<file path="src/rtl/tleh_pkg.sv">
// Package for the terminal line editor with history: sizes, codes, types
// and the history slot helper. Depends on nothing.
package tleh_pkg;

    localparam int LINE_BYTES    = 64;
    localparam int HISTORY_DEPTH = 8;

    localparam int LW  = $clog2(LINE_BYTES);
    localparam int HSW = (HISTORY_DEPTH > 1) ? $clog2(HISTORY_DEPTH) : 1;
    localparam int HCW = $clog2(HISTORY_DEPTH + 1);
    localparam int HAW = $clog2(HISTORY_DEPTH * LINE_BYTES);

    localparam logic [7:0] CH_ESC    = 8'h1B;
    localparam logic [7:0] CH_DEL    = 8'd127;
    localparam logic [7:0] CH_BS     = 8'd8;
    localparam logic [7:0] CH_LOW    = 8'd32;
    localparam logic [7:0] CH_HIGH   = 8'd126;
    localparam logic [7:0] CH_CR     = 8'h0D;
    localparam logic [7:0] CH_LF     = 8'h0A;
    localparam logic [7:0] CH_LBRACK = 8'h5B;
    localparam logic [7:0] CH_UP     = 8'h41;
    localparam logic [7:0] CH_DOWN   = 8'h42;

    localparam logic [2:0] KIND_ECHO         = 3'd0;
    localparam logic [2:0] KIND_ERASE        = 3'd1;
    localparam logic [2:0] KIND_REDRAW_BEGIN = 3'd2;
    localparam logic [2:0] KIND_REDRAW_CHAR  = 3'd3;
    localparam logic [2:0] KIND_SUBMIT_CHAR  = 3'd4;
    localparam logic [2:0] KIND_SUBMIT_END   = 3'd5;

    localparam logic [1:0] ESC_NONE    = 2'd0;
    localparam logic [1:0] ESC_SEEN    = 2'd1;
    localparam logic [1:0] ESC_BRACKET = 2'd2;

    typedef enum logic [2:0] {
        ACT_NONE, ACT_ECHO, ACT_ERASE, ACT_CLEAR, ACT_LOAD, ACT_SUBMIT
    } t_act;

    typedef enum logic [3:0] {
        OP_NONE, OP_DECODE, OP_LOAD_CHAR, OP_SUB_CHAR, OP_CMP_INIT,
        OP_ADV, OP_COPY_INIT, OP_COPY_CHAR, OP_END
    } t_op;

    typedef struct packed {
        logic take;
        t_op  op;
    } t_cmd;

    typedef struct packed {
        t_act act;
        logic out_free;
        logic len_zero;
        logic idx_last;
        logic save_direct;
        logic mismatch;
    } t_status;

    function automatic logic [HSW-1:0] phys_slot(input logic [HSW-1:0] oldest,
                                                 input logic [HSW-1:0] pos);
        logic [HSW:0] sum;
        sum = {1'b0, oldest} + {1'b0, pos};
        if (sum >= (HSW+1)'(HISTORY_DEPTH)) begin
            sum = sum - (HSW+1)'(HISTORY_DEPTH);
        end
        return sum[HSW-1:0];
    endfunction

endpackage

</file>
<file path="src/rtl/terminal_line_editor_history.sv">
// Top level of the serial terminal line editor with command history.
// Depends on tleh_pkg, tleh_ctrl and tleh_dp (which holds two tleh_ram).
//
//  channel | direction | handshake                  | payload
//  --------+-----------+----------------------------+----------------------------
//  in      | input     | i_in_valid / o_in_ready    | i_rx_byte
//  out     | output    | o_out_valid / i_out_ready  | o_kind, o_char_value,
//          |           |                            | o_line_length, o_last
//
// One byte is in work at a time; o_in_ready is high only when the sequencer
// is idle. A history step decodes, then reads and emits each redrawn char;
// Enter emits each submitted char, compares the line with the newest entry,
// copies it into history if it differs, then emits the end marker. Each char
// needs a read state first, as each RAM has one registered read port. The
// output register lets a new byte transfer while the last result still
// waits. Reset is synchronous, active low, needs no clearing pass; a stalled
// output holds the sequencer at its next emit.
module terminal_line_editor_history import tleh_pkg::*; (
    input  logic       i_clk,
    input  logic       i_rst_n,
    input  logic       i_in_valid,
    output logic       o_in_ready,
    input  logic [7:0] i_rx_byte,
    output logic       o_out_valid,
    input  logic       i_out_ready,
    output logic [2:0] o_kind,
    output logic [7:0] o_char_value,
    output logic [5:0] o_line_length,
    output logic       o_last
);
    t_cmd    cmd;
    t_status status;

    // sequence the passes over the line
    tleh_ctrl u_ctrl (
        .i_clk      (i_clk),
        .i_rst_n    (i_rst_n),
        .i_in_valid (i_in_valid),
        .o_in_ready (o_in_ready),
        .i_status   (status),
        .o_cmd      (cmd)
    );

    // hold the line, the history and the result register
    tleh_dp u_dp (
        .i_clk         (i_clk),
        .i_rst_n       (i_rst_n),
        .i_cmd         (cmd),
        .i_rx_byte     (i_rx_byte),
        .i_out_ready   (i_out_ready),
        .o_status      (status),
        .o_out_valid   (o_out_valid),
        .o_kind        (o_kind),
        .o_char_value  (o_char_value),
        .o_line_length (o_line_length),
        .o_last        (o_last)
    );
endmodule

</file>
<file path="src/rtl/tleh_ram.sv">
// Generic simple dual-port RAM: one write port, one registered read port.
// Depends on nothing.
module tleh_ram #(
    parameter int WIDTH = 8,
    parameter int DEPTH = 64
) (
    input  logic                     i_clk,
    input  logic                     i_we,
    input  logic [$clog2(DEPTH)-1:0] i_waddr,
    input  logic [WIDTH-1:0]         i_wdata,
    input  logic [$clog2(DEPTH)-1:0] i_raddr,
    output logic [WIDTH-1:0]         o_rdata
);
    logic [WIDTH-1:0] r_mem [DEPTH];
    logic [WIDTH-1:0] r_rdata;

    always_ff @(posedge i_clk) begin
        if (i_we) begin
            r_mem[i_waddr] <= i_wdata;
        end
        r_rdata <= r_mem[i_raddr];
    end

    assign o_rdata = r_rdata;
endmodule

</file>
<file path="src/rtl/tleh_ctrl.sv">
// Controller state machine of the line editor: sequences decode, redraw,
// submit, compare and copy passes. Depends on tleh_pkg.
module tleh_ctrl import tleh_pkg::*; (
    input  logic    i_clk,
    input  logic    i_rst_n,
    input  logic    i_in_valid,
    output logic    o_in_ready,
    input  t_status i_status,
    output t_cmd    o_cmd
);
    typedef enum logic [12:0] {
        S_IDLE   = 13'b0000000000001,
        S_DECODE = 13'b0000000000010,
        S_LRD    = 13'b0000000000100,
        S_LEMIT  = 13'b0000000001000,
        S_SRD    = 13'b0000000010000,
        S_SEMIT  = 13'b0000000100000,
        S_CINIT  = 13'b0000001000000,
        S_CRD    = 13'b0000010000000,
        S_CCHK   = 13'b0000100000000,
        S_WINIT  = 13'b0001000000000,
        S_WRD    = 13'b0010000000000,
        S_WWR    = 13'b0100000000000,
        S_END    = 13'b1000000000000
    } t_state;

    t_state r_state, n_state;

    always_ff @(posedge i_clk) begin
        if (!i_rst_n) begin
            r_state <= S_IDLE;
        end else begin
            r_state <= n_state;
        end
    end

    assign o_in_ready = (r_state == S_IDLE);

    always_comb begin
        n_state    = r_state;
        o_cmd.take = 1'b0;
        o_cmd.op   = OP_NONE;
        case (r_state)
            S_IDLE: begin
                if (i_in_valid) begin
                    o_cmd.take = 1'b1;
                    n_state    = S_DECODE;
                end
            end
            S_DECODE: begin
                if (i_status.out_free) begin
                    o_cmd.op = OP_DECODE;
                    case (i_status.act)
                        ACT_LOAD:   n_state = i_status.len_zero ? S_IDLE : S_LRD;
                        ACT_SUBMIT: n_state = i_status.len_zero ? S_END : S_SRD;
                        default:    n_state = S_IDLE;
                    endcase
                end
            end
            S_LRD: n_state = S_LEMIT;
            S_LEMIT: begin
                if (i_status.out_free) begin
                    o_cmd.op = OP_LOAD_CHAR;
                    n_state  = i_status.idx_last ? S_IDLE : S_LRD;
                end
            end
            S_SRD: n_state = S_SEMIT;
            S_SEMIT: begin
                if (i_status.out_free) begin
                    o_cmd.op = OP_SUB_CHAR;
                    n_state  = i_status.idx_last ? S_CINIT : S_SRD;
                end
            end
            S_CINIT: begin
                o_cmd.op = OP_CMP_INIT;
                n_state  = i_status.save_direct ? S_WINIT : S_CRD;
            end
            S_CRD: n_state = S_CCHK;
            S_CCHK: begin
                if (i_status.mismatch) begin
                    n_state = S_WINIT;
                end else if (i_status.idx_last) begin
                    n_state = S_END;
                end else begin
                    o_cmd.op = OP_ADV;
                    n_state  = S_CRD;
                end
            end
            S_WINIT: begin
                o_cmd.op = OP_COPY_INIT;
                n_state  = S_WRD;
            end
            S_WRD: n_state = S_WWR;
            S_WWR: begin
                o_cmd.op = OP_COPY_CHAR;
                n_state  = i_status.idx_last ? S_END : S_WRD;
            end
            S_END: begin
                if (i_status.out_free) begin
                    o_cmd.op = OP_END;
                    n_state  = S_IDLE;
                end
            end
            default: n_state = S_IDLE;
        endcase
    end
endmodule

</file>
<file path="src/rtl/tleh_dp.sv">
// Datapath of the line editor: edit and history RAMs, editor state,
// decode logic and the output register. Depends on tleh_pkg and tleh_ram.
module tleh_dp import tleh_pkg::*; (
    input  logic       i_clk,
    input  logic       i_rst_n,
    input  t_cmd       i_cmd,
    input  logic [7:0] i_rx_byte,
    input  logic       i_out_ready,
    output t_status    o_status,
    output logic       o_out_valid,
    output logic [2:0] o_kind,
    output logic [7:0] o_char_value,
    output logic [5:0] o_line_length,
    output logic       o_last
);
    logic [7:0]     r_byte;
    logic [LW-1:0]  r_len;
    logic [HCW-1:0] r_count;
    logic [HSW-1:0] r_oldest;
    logic [HSW-1:0] r_browse;
    logic           r_browsing;
    logic [1:0]     r_esc;
    logic [LW-1:0]  r_idx;
    logic [HSW-1:0] r_slot;
    logic [LW-1:0]  r_hlen [HISTORY_DEPTH];

    logic           r_ovalid;
    logic [2:0]     r_kind;
    logic [7:0]     r_char;
    logic [LW-1:0]  r_oline;
    logic           r_last;

    logic [7:0]     edit_rdata, hist_rdata;
    logic           edit_we, hist_we;
    logic [LW-1:0]  edit_waddr;
    logic [7:0]     edit_wdata;
    logic [HAW-1:0] hist_addr;

    t_act           d_act;
    logic [1:0]     d_esc;
    logic [HSW-1:0] d_pos, d_slot, newest_slot;
    logic [LW-1:0]  d_load_len;
    logic [HCW-1:0] down_next;
    logic           is_print, out_free, idx_last;
    logic           ovalid_set;

    assign out_free    = !r_ovalid || i_out_ready;
    assign idx_last    = (r_idx == r_len - 1'b1);
    assign newest_slot = phys_slot(r_oldest, HSW'(r_count - 1'b1));
    assign down_next   = HCW'(r_browse) + 1'b1;
    assign is_print    = (r_byte >= CH_LOW) && (r_byte <= CH_HIGH);

    always_comb begin
        d_act = ACT_NONE;
        d_esc = ESC_NONE;
        d_pos = r_browse;
        case (r_esc)
            ESC_SEEN: begin
                d_esc = (r_byte == CH_LBRACK) ? ESC_BRACKET : ESC_NONE;
            end
            ESC_BRACKET: begin
                if (r_byte == CH_UP && r_count != '0) begin
                    if (!r_browsing) begin
                        d_act = ACT_LOAD;
                        d_pos = HSW'(r_count - 1'b1);
                    end else if (r_browse != '0) begin
                        d_act = ACT_LOAD;
                        d_pos = r_browse - 1'b1;
                    end
                end else if (r_byte == CH_DOWN && r_count != '0 && r_browsing) begin
                    if (down_next >= r_count) begin
                        d_act = ACT_CLEAR;
                    end else begin
                        d_act = ACT_LOAD;
                        d_pos = HSW'(down_next);
                    end
                end
            end
            default: begin
                if (r_byte == CH_ESC) begin
                    d_esc = ESC_SEEN;
                end else if (r_byte == CH_CR || r_byte == CH_LF) begin
                    d_act = ACT_SUBMIT;
                end else if (r_byte == CH_DEL || r_byte == CH_BS) begin
                    if (r_len != '0) d_act = ACT_ERASE;
                end else if (is_print) begin
                    if (r_len != LW'(LINE_BYTES - 1)) d_act = ACT_ECHO;
                end
            end
        endcase
    end

    assign d_slot     = phys_slot(r_oldest, d_pos);
    assign d_load_len = r_hlen[d_slot];

    assign o_status.act         = d_act;
    assign o_status.out_free    = out_free;
    assign o_status.len_zero    = (d_act == ACT_LOAD) ? (d_load_len == '0) : (r_len == '0);
    assign o_status.idx_last    = idx_last;
    assign o_status.save_direct = (r_count == '0) || (r_hlen[newest_slot] != r_len);
    assign o_status.mismatch    = (edit_rdata != hist_rdata);

    // a new result is loaded into the output register
    assign ovalid_set = (i_cmd.op == OP_DECODE &&
                         d_act inside {ACT_ECHO, ACT_ERASE, ACT_CLEAR, ACT_LOAD}) ||
                        (i_cmd.op inside {OP_LOAD_CHAR, OP_SUB_CHAR, OP_END});

    assign edit_we    = (i_cmd.op == OP_DECODE && d_act == ACT_ECHO) ||
                        (i_cmd.op == OP_LOAD_CHAR);
    assign edit_waddr = (i_cmd.op == OP_DECODE) ? r_len : r_idx;
    assign edit_wdata = (i_cmd.op == OP_DECODE) ? r_byte : hist_rdata;
    assign hist_we    = (i_cmd.op == OP_COPY_CHAR);
    assign hist_addr  = HAW'(r_slot) * HAW'(LINE_BYTES) + HAW'(r_idx);

    tleh_ram #(.WIDTH(8), .DEPTH(LINE_BYTES)) u_edit (
        .i_clk   (i_clk),
        .i_we    (edit_we),
        .i_waddr (edit_waddr),
        .i_wdata (edit_wdata),
        .i_raddr (r_idx),
        .o_rdata (edit_rdata)
    );

    tleh_ram #(.WIDTH(8), .DEPTH(HISTORY_DEPTH * LINE_BYTES)) u_hist (
        .i_clk   (i_clk),
        .i_we    (hist_we),
        .i_waddr (hist_addr),
        .i_wdata (edit_rdata),
        .i_raddr (hist_addr),
        .o_rdata (hist_rdata)
    );

    // control state
    always_ff @(posedge i_clk) begin
        if (!i_rst_n) begin
            r_len      <= '0;
            r_count    <= '0;
            r_oldest   <= '0;
            r_browse   <= '0;
            r_browsing <= 1'b0;
            r_esc      <= ESC_NONE;
            r_ovalid   <= 1'b0;
        end else begin
            if (ovalid_set) begin
                r_ovalid <= 1'b1;
            end else if (i_out_ready) begin
                r_ovalid <= 1'b0;
            end
            case (i_cmd.op)
                OP_DECODE: begin
                    r_esc <= d_esc;
                    case (d_act)
                        ACT_ECHO: begin
                            r_len <= r_len + 1'b1;
                        end
                        ACT_ERASE: begin
                            r_len <= r_len - 1'b1;
                        end
                        ACT_CLEAR: begin
                            r_browsing <= 1'b0;
                            r_browse   <= '0;
                            r_len      <= '0;
                        end
                        ACT_LOAD: begin
                            r_browsing <= 1'b1;
                            r_browse   <= d_pos;
                            r_len      <= d_load_len;
                        end
                        ACT_SUBMIT: begin
                            r_browsing <= 1'b0;
                            r_browse   <= '0;
                        end
                        default: ;
                    endcase
                end
                OP_COPY_INIT: begin
                    if (r_count < HCW'(HISTORY_DEPTH)) begin
                        r_count <= r_count + 1'b1;
                    end else begin
                        r_oldest <= (r_oldest == HSW'(HISTORY_DEPTH - 1)) ? '0
                                                                         : r_oldest + 1'b1;
                    end
                end
                OP_END: begin
                    r_len <= '0;
                end
                default: ;
            endcase
        end
    end

    // payload registers
    always_ff @(posedge i_clk) begin
        if (i_cmd.take) r_byte <= i_rx_byte;
        case (i_cmd.op)
            OP_DECODE: begin
                r_idx  <= '0;
                r_last <= 1'b1;
                r_char <= 8'd0;
                case (d_act)
                    ACT_ECHO: begin
                        r_kind  <= KIND_ECHO;
                        r_char  <= r_byte;
                        r_oline <= r_len + 1'b1;
                    end
                    ACT_ERASE: begin
                        r_kind  <= KIND_ERASE;
                        r_oline <= r_len - 1'b1;
                    end
                    ACT_CLEAR: begin
                        r_kind  <= KIND_REDRAW_BEGIN;
                        r_oline <= '0;
                    end
                    ACT_LOAD: begin
                        r_kind  <= KIND_REDRAW_BEGIN;
                        r_oline <= d_load_len;
                        r_last  <= (d_load_len == '0);
                        r_slot  <= d_slot;
                    end
                    default: ;
                endcase
            end
            OP_LOAD_CHAR: begin
                r_kind  <= KIND_REDRAW_CHAR;
                r_char  <= hist_rdata;
                r_oline <= r_len;
                r_last  <= idx_last;
                r_idx   <= r_idx + 1'b1;
            end
            OP_SUB_CHAR: begin
                r_kind  <= KIND_SUBMIT_CHAR;
                r_char  <= edit_rdata;
                r_oline <= '0;
                r_last  <= 1'b0;
                r_idx   <= r_idx + 1'b1;
            end
            OP_CMP_INIT: begin
                r_slot <= newest_slot;
                r_idx  <= '0;
            end
            OP_ADV, OP_COPY_CHAR: r_idx <= r_idx + 1'b1;
            OP_COPY_INIT: begin
                r_idx <= '0;
                if (r_count < HCW'(HISTORY_DEPTH)) begin
                    r_slot <= phys_slot(r_oldest, HSW'(r_count));
                    r_hlen[phys_slot(r_oldest, HSW'(r_count))] <= r_len;
                end else begin
                    r_slot <= r_oldest;
                    r_hlen[r_oldest] <= r_len;
                end
            end
            OP_END: begin
                r_kind  <= KIND_SUBMIT_END;
                r_char  <= 8'd0;
                r_oline <= '0;
                r_last  <= 1'b1;
            end
            default: ;
        endcase
    end

    assign o_out_valid   = r_ovalid;
    assign o_kind        = r_kind;
    assign o_char_value  = r_char;
    assign o_line_length = 6'(r_oline);
    assign o_last        = r_last;
endmodule
</file>
<file path="config.mk">
export PLATFORM = sky130hd
export DESIGN_NAME = terminal_line_editor_history
export DESIGN_NICKNAME = d
export VERILOG_FILES = /design/src/rtl/tleh_pkg.sv /design/src/rtl/terminal_line_editor_history.sv /design/src/rtl/tleh_ram.sv /design/src/rtl/tleh_ctrl.sv /design/src/rtl/tleh_dp.sv
export SDC_FILE = /design/constraint.sdc
export NUM_CORES = 2
export LEC_CHECK = 0
export BUFFER_PORTS_ARGS = -buffer_cell sky130_fd_sc_hd__buf_2
export CELL_PAD_IN_SITES_DETAIL_PLACEMENT = 1
export CELL_PAD_IN_SITES_GLOBAL_PLACEMENT = 1
export CORE_MARGIN = 2
export CORE_UTILIZATION = 35
export DETAILED_ROUTE_END_ITERATION = 12
export GPL_TIMING_DRIVEN = 0
export PLACE_DENSITY_LB_ADDON = 0.15
export SETUP_SLACK_MARGIN = 0.05
export SYNTH_ARGS = -nofsm -noshare
export SYNTH_HDL_FRONTEND = slang
export SYNTH_MEMORY_MAX_BITS = 65536
export SYNTH_SLANG_ARGS = --single-unit
</file>
<file path="constraint.sdc">
create_clock -name i_clk -period 15.24 [get_ports i_clk]
set_input_delay 3.048 -clock i_clk [delete_from_list [all_inputs] [get_ports i_clk]]
set_output_delay 3.048 -clock i_clk [all_outputs]
set_load 0.05 [all_outputs]
</file>
Word-level counts from Yosys, hierarchy flattened
Memories as Yosys holds them, arrays and structs flattened. A register that Yosys moved wholly into a read port is not among the register bits.
Index checks and enable logic that the tools add are counted.
Widths: inputs -> output; s select.

word-level totals
  flip-flop bits (word level) = 68
  bits in latches = 0
  RAM bits = 4656
  memory bits (read-only) = 0
  bits of input ports = 12
  output and inout bits = 20
  logic and storage cells = 216
  memories kept = 3

memories
  memory             depth  width  read ports  clocked after Yosys merged registers in  wr ports  line            text
  u_dp.u_hist.r_mem  512    8      1           1                                        1         tleh_ram.sv:14  logic [WIDTH-1:0] r_mem [DEPTH];
  u_dp.u_edit.r_mem  64     8      1           1                                        1         tleh_ram.sv:14
  u_dp.r_hlen        8      6      2           0                                        1         tleh_dp.sv:25   logic [LW-1:0] r_hlen [HISTORY_DEPTH];

operators by class
  add/sub/neg operators = 15
  multipliers = 0
  div/mod/pow operators = 0
  $lt $le $gt $ge = 7
  equal/unequal tests = 49
  shifts and indexed selects = 0
  multiplexer cells = 84
  bitwise gates (word level) = 1
  reduce and logical (&&, ||, !) cells = 42

operators by type and width
  cell                  count
  $pmux 13 s13          1
  $mux 13               9
  $mux 3                27
  $eq 8x7->1 const B    4
  $pmux 4 s8            1
  $pmux 8 s4            1
  $pmux 13 s2           1
  $eq 8x4->1 const B    3
  $pmux 6 s2            2
  $pmux 6 s4            1
  $mux 1                20
  $pmux 3 s3            2
  $pmux 6 s3            1
  $eq 4x3->1 const B    4
  $mux 8                2
  $sub 3x1->3 const B   5
  $reduce_and 2->1      7
  $eq 13x1->1 const B   1
  $eq 13x10->1 const B  1
  $eq 13x11->1 const B  1
  $eq 13x12->1 const B  1
  $eq 13x13->1 const B  1
  $eq 13x2->1 const B   1
  $eq 13x3->1 const B   1
  60 further kinds      100

Logic depth before layout (Yosys ltp)
An unclocked memory read counts as a cell.

  depth after elaboration = 16
  gate-level depth with buffers = 19

By module
Synthesis repeated with hierarchy kept, for this count alone.

second synthesis, totals
  cells, all modules = 9679
  area, all modules = 187398.5 um2

by module, submodules not included
  module                  times used  cells each  area each (um2)  sequential area each (um2)
  tleh_ram (u_dp.u_hist)  1           8030        159927.1         123158.1
  tleh_ram (u_dp.u_edit)  1           940         20166.8          15534.9
  tleh_dp                 1           582         6352.3           2892.8
  tleh_ctrl               1           127         952.2            260.2

Worst setup path before layout
No wires, ideal clock.

  path kind = register to register
  from = reg u_dp.u_edit.r_rdata[0] (netlist: u_dp.u_edit.o_rdata[0]), read port of u_dp.u_edit.r_mem
  to = mem u_dp.u_hist.r_mem[0][0] (data pin)
  arrival time = 6544 ps
  required time = 13725 ps
  slack = 7181 ps
  cell stages (with the launch flop) = 1
  buffers on the path = 0
  clock period less this slack = 8059 ps
  cell sequence = dfxtp_1

RTL lines
  item         line            text
  from (decl)  tleh_ram.sv:15  logic [WIDTH-1:0] r_rdata;
  to (decl)    tleh_ram.sv:14

Straight into the memory's write port.

Worst setup path after layout
  from = reg u_dp.r_idx[0]
  to = reg u_dp.u_hist.r_rdata[6] (netlist: u_dp.u_hist.o_rdata[6]), read port of u_dp.u_hist.r_mem

between the ends
  word-level cells in the longest chain between the ends = 1

RTL lines
  item                    line            text
  from (decl)             tleh_dp.sv:23   logic [LW-1:0] r_idx;
  from (signal assigned)  tleh_dp.sv:228  r_idx <= r_idx + 1'b1;
  from (signal assigned)  tleh_dp.sv:235  r_idx <= r_idx + 1'b1;
  from (signal assigned)  tleh_dp.sv:241  OP_ADV, OP_COPY_CHAR: r_idx <= r_idx + 1'b1;
  $add 9x6->9             tleh_dp.sv:113  assign hist_addr = HAW'(r_slot) * HAW'(LINE_BYTES) + HAW'(r_idx);
  to (decl)               tleh_ram.sv:15

No other way between the ends.
A chain may end at the register's enable or synchronous reset.

==> results.sh <==
export IMPL_cp_max_fo=10
export IMPL_violations="max-capacitance violations, max-slew violations"
export IMPL_die_area_mm2=0.535
export IMPL_dr_pass1_iters=6
export IMPL_fmax_mhz=118
export IMPL_numPortBuffers=31
export IMPL_io_pins=32
export IMPL_slew_viol_final=157
export IMPL_cts_hold_fix_buffers=0
export IMPL_fin_nets=9121
export IMPL_hold_violations=0
export IMPL_skew_ns=0.0465
export IMPL_antenna_found_initial=173
export IMPL_async_reset_ff_frac=0
export IMPL_syn_area_per_cell_um2=22.4
export IMPL_seq_area_frac_synth=0.766
export IMPL_cts_tree="yes"
export IMPL_clock_path_buffers=4
export IMPL_yosysMostFrequentCell="edfxtp_1"
export IMPL_p_switching_mw=6.56
export IMPL_clock_sinks=4740
export IMPL_synth_flop_cell="edfxtp_1"
export IMPL_start_kind="flip-flop"
export IMPL_path_clk_slew_ns=0.06
export IMPL_nFillCells=49100
export IMPL_cp_end_kind="flip-flop"
export IMPL_synth_nets=8312
export IMPL_synthesis_instances=8275
export IMPL_drt_wirelength_per_cell_um=53.6
export IMPL_start_util=0.351
export IMPL_maxCapViolCount=15
export IMPL_vias_per_cell=6.40
export IMPL_place_gp_congestion=0.994
export IMPL_via_count=106000
export IMPL_drcViolationCount=0
export IMPL_fp_dieH_um=731
export IMPL_regArea_mm2=0.142
export IMPL_internal_power_mw=21.8
export IMPL_postCtsSetupRepairBufs=0
export IMPL_tightest_slew_ns=1.69
export IMPL_die_w_um=731
export IMPL_h_tree_depth=6
export IMPL_core_area_mm2=0.528
export IMPL_dp_slack_ns=7.21
export IMPL_grt_pass1_wl_mm=1120
export IMPL_synth_area_leader_cell="edfxtp_1"
export IMPL_p_per_area_mw_per_mm2=131
export IMPL_finalCoreUtilization=0.410
export IMPL_drtIter0Drc=19700
export IMPL_seqPwrFrac=0.510
export IMPL_rsz0062_at_grt="false"
export IMPL_setup_slack_ns=6.79
export IMPL_synthTopCellsByCount="edfxtp_1 (4691), mux4_2 (1415), nor2_1 (648)"
export IMPL_synth_top_area_share=0.761
export IMPL_grt_max_degree=101
export IMPL_cp_startpoint="u_dp.r_idx[0]$_SDFFCE_PP0P_"
export IMPL_fin_crit_sh=0.554
export IMPL_dp_final_hpwl_mm=619
export IMPL_required_ns=15.99
export IMPL_post_cts_resized=0
export IMPL_min_delay_start="u_ctrl.r_state[10]$_SDFFE_PN0P_"
export IMPL_period_minus_slack_ns=8.45
export IMPL_synth_area_top_cells="edfxtp_1 (76%), mux4_2 (17%), nor2_1 (1.3%), mux2i_1 (0.74%), dfxtp_1 (0.53%)"
export IMPL_hold_ws_ns=0.489
export IMPL_setup_viol=0
export IMPL_grt_pass1_vias=100000
export IMPL_synth_seq_cells=4740
export IMPL_p_comb_frac=0.045
export IMPL_cts_buffers=531
export IMPL_multi_input_area_mm2=0.0411
export IMPL_areaGrowthSynthToFinish_pct=17.0
export IMPL_drt_total_wl_mm=889
export IMPL_finalPower_mw=28.3
export IMPL_status="complete, but fails checks"
export IMPL_synthesis_area_mm2=0.185
export IMPL_crit_type="flip-flop to flip-flop"
export IMPL_slew_headroom=-0.159
export IMPL_cts_root_buffer="clkbuf_16"
export IMPL_drive_above_1_share=0.303
export IMPL_grt_use_total=0.326
export IMPL_r2r_start="u_dp.r_idx[0]$_SDFFCE_PP0P_"
export IMPL_cp_arrival_ns=9.20
export IMPL_p_clk_frac=0.445
export IMPL_insertion_delay_ns=1.16
export IMPL_final_setup_tns_ns=0
export IMPL_hp_class="flip-flop to flip-flop"
export IMPL_power_leakage_nw=67.0
export IMPL_ant_nets=0
export IMPL_ir_drop_mv=0.123
export IMPL_placement_rows=267
export IMPL_yosysWarnings=0
export IMPL_synth_edf_count=4691
export IMPL_overflow=0
export IMPL_switching_share=0.231
export IMPL_synth_cell_types=86
[through the flow]
| stage | instances | instance area [um^2] |
|---|---|---|
| 6_report | 16600 | 217000 |
| 3_5_place_dp | 15500 | 200000 |
| 2_1_floorplan | 8275 | 185000 |
| 5_1_grt | 16500 | 217000 |
| 4_1_cts | 16500 | 216000 |
| 3_3_place_gp | 15300 | 194000 |
[cells in the final DEF, fill, tap and decap left out, types with 38 or more instances in the layout]
master        n
buf_12      156
dfxtp_1      41
a21oi_1      60
buf_16       72
buf_2       211
clkbuf_1    186
nor2_1      638
nand2_1     156
clkbuf_16   538
mux2i_1     133
o21ai_0      38
mux4_2     1415
edfxtp_1   4691
clkinv_1    118
diode_2      85
a22oi_1      82
nand3_1      81
clkbuf_2    143
clkinv_2     74
[critical path, cell delays in order, from the launching register on]
cell and delay [ns]:
edfxtp_1 0.60, buf_6 0.21, buf_6 0.30, buf_4 0.76, buf_2 1.20, buf_2 1.17, mux4_2 0.64, mux2i_1 0.25
a22oi_1 0.12, nand3_1 0.28, o21ai_0 0.48, nor4_1 1.05, o2111ai_1 0.79
[cell type report]
type | instances | share of cell area
clock buffer | 657 | 0.0644
tap | 6994 | 0.0404
buffer | 479 | 0.0119
inverter | 30 | 0.000520
clock inverter | 283 | 0.0120
sequential | 4740 | 0.655
timing repair buffer | 276 | 0.0252
multi-input combinational | 3026 | 0.190
antenna | 85 | 0.000982
[per-layer routing]
| metal | GRT usage | share of wire | up-vias |
|---|---|---|---|
| li1 | - | - | 36700 |
| met1 | 0.415 | 0.36 | 59000 |
| met2 | 0.484 | 0.44 | 8274 |
| met3 | 0.102 | 0.12 | 1926 |
| met4 | 0.211 | 0.076 | 42 |
| met5 | 0 | 0.00036 | - |
[kinds of logic (layout without fill, tap and decap cells)]
family,count (synthesis),in the layout,share of synthesized area
compound gates,305,305,0.0115
xor+xnor,46,46,0.00228
fa+ha+maj,25,25,0.00181
buf+inv,509,1725,0.0127
flops,4740,4740,0.766
mux,1568,1568,0.180
other cells,0,85,0
simple gates,1082,1082,0.0253
[power groups by stage]
stage | clock [mW] | combinational [mW] | sequential [mW]
2_1_floorplan | 0 | 0.341 | 15.0
3_3_place_gp | 0 | 0.871 | 15.2
3_5_place_dp | 0 | 1.23 | 14.7
4_1_cts | 12.6 | 1.23 | 14.4
5_1_grt | 13.1 | 1.25 | 14.4
6_report | 12.6 | 1.27 | 14.5
[flip-flops by register name (all words and copies together), names as in the netlist, 4 cells and up]
| name | flops |
|---|---|
| u_dp.r_idx | 6 |
| u_dp.o_line_length | 6 |
| u_dp.u_hist.r_mem | 4096 |
| u_dp.r_len | 6 |
| u_dp.r_hlen | 48 |
| u_dp.o_char_value | 8 |
| u_dp.u_hist.o_rdata | 8 |
| u_dp.u_edit.r_mem | 512 |
| u_dp.u_edit.o_rdata | 8 |
| u_dp.r_count | 4 |
| u_dp.r_byte | 8 |
| u_ctrl.r_state | 13 |
[final timing paths]
check	endpoint	slack (ns)	cells after the start
worst min-delay path	u_ctrl.r_state[11]$_SDFFE_PN0P_	0.49	2
worst min register to register	u_ctrl.r_state[11]$_SDFFE_PN0P_	0.49	2
worst max register to register	u_dp.u_hist.o_rdata[6]$_DFF_P_	6.79	12
worst max-delay path	u_dp.u_hist.o_rdata[6]$_DFF_P_	6.79	12
Power figures use the tool's default switching activity.
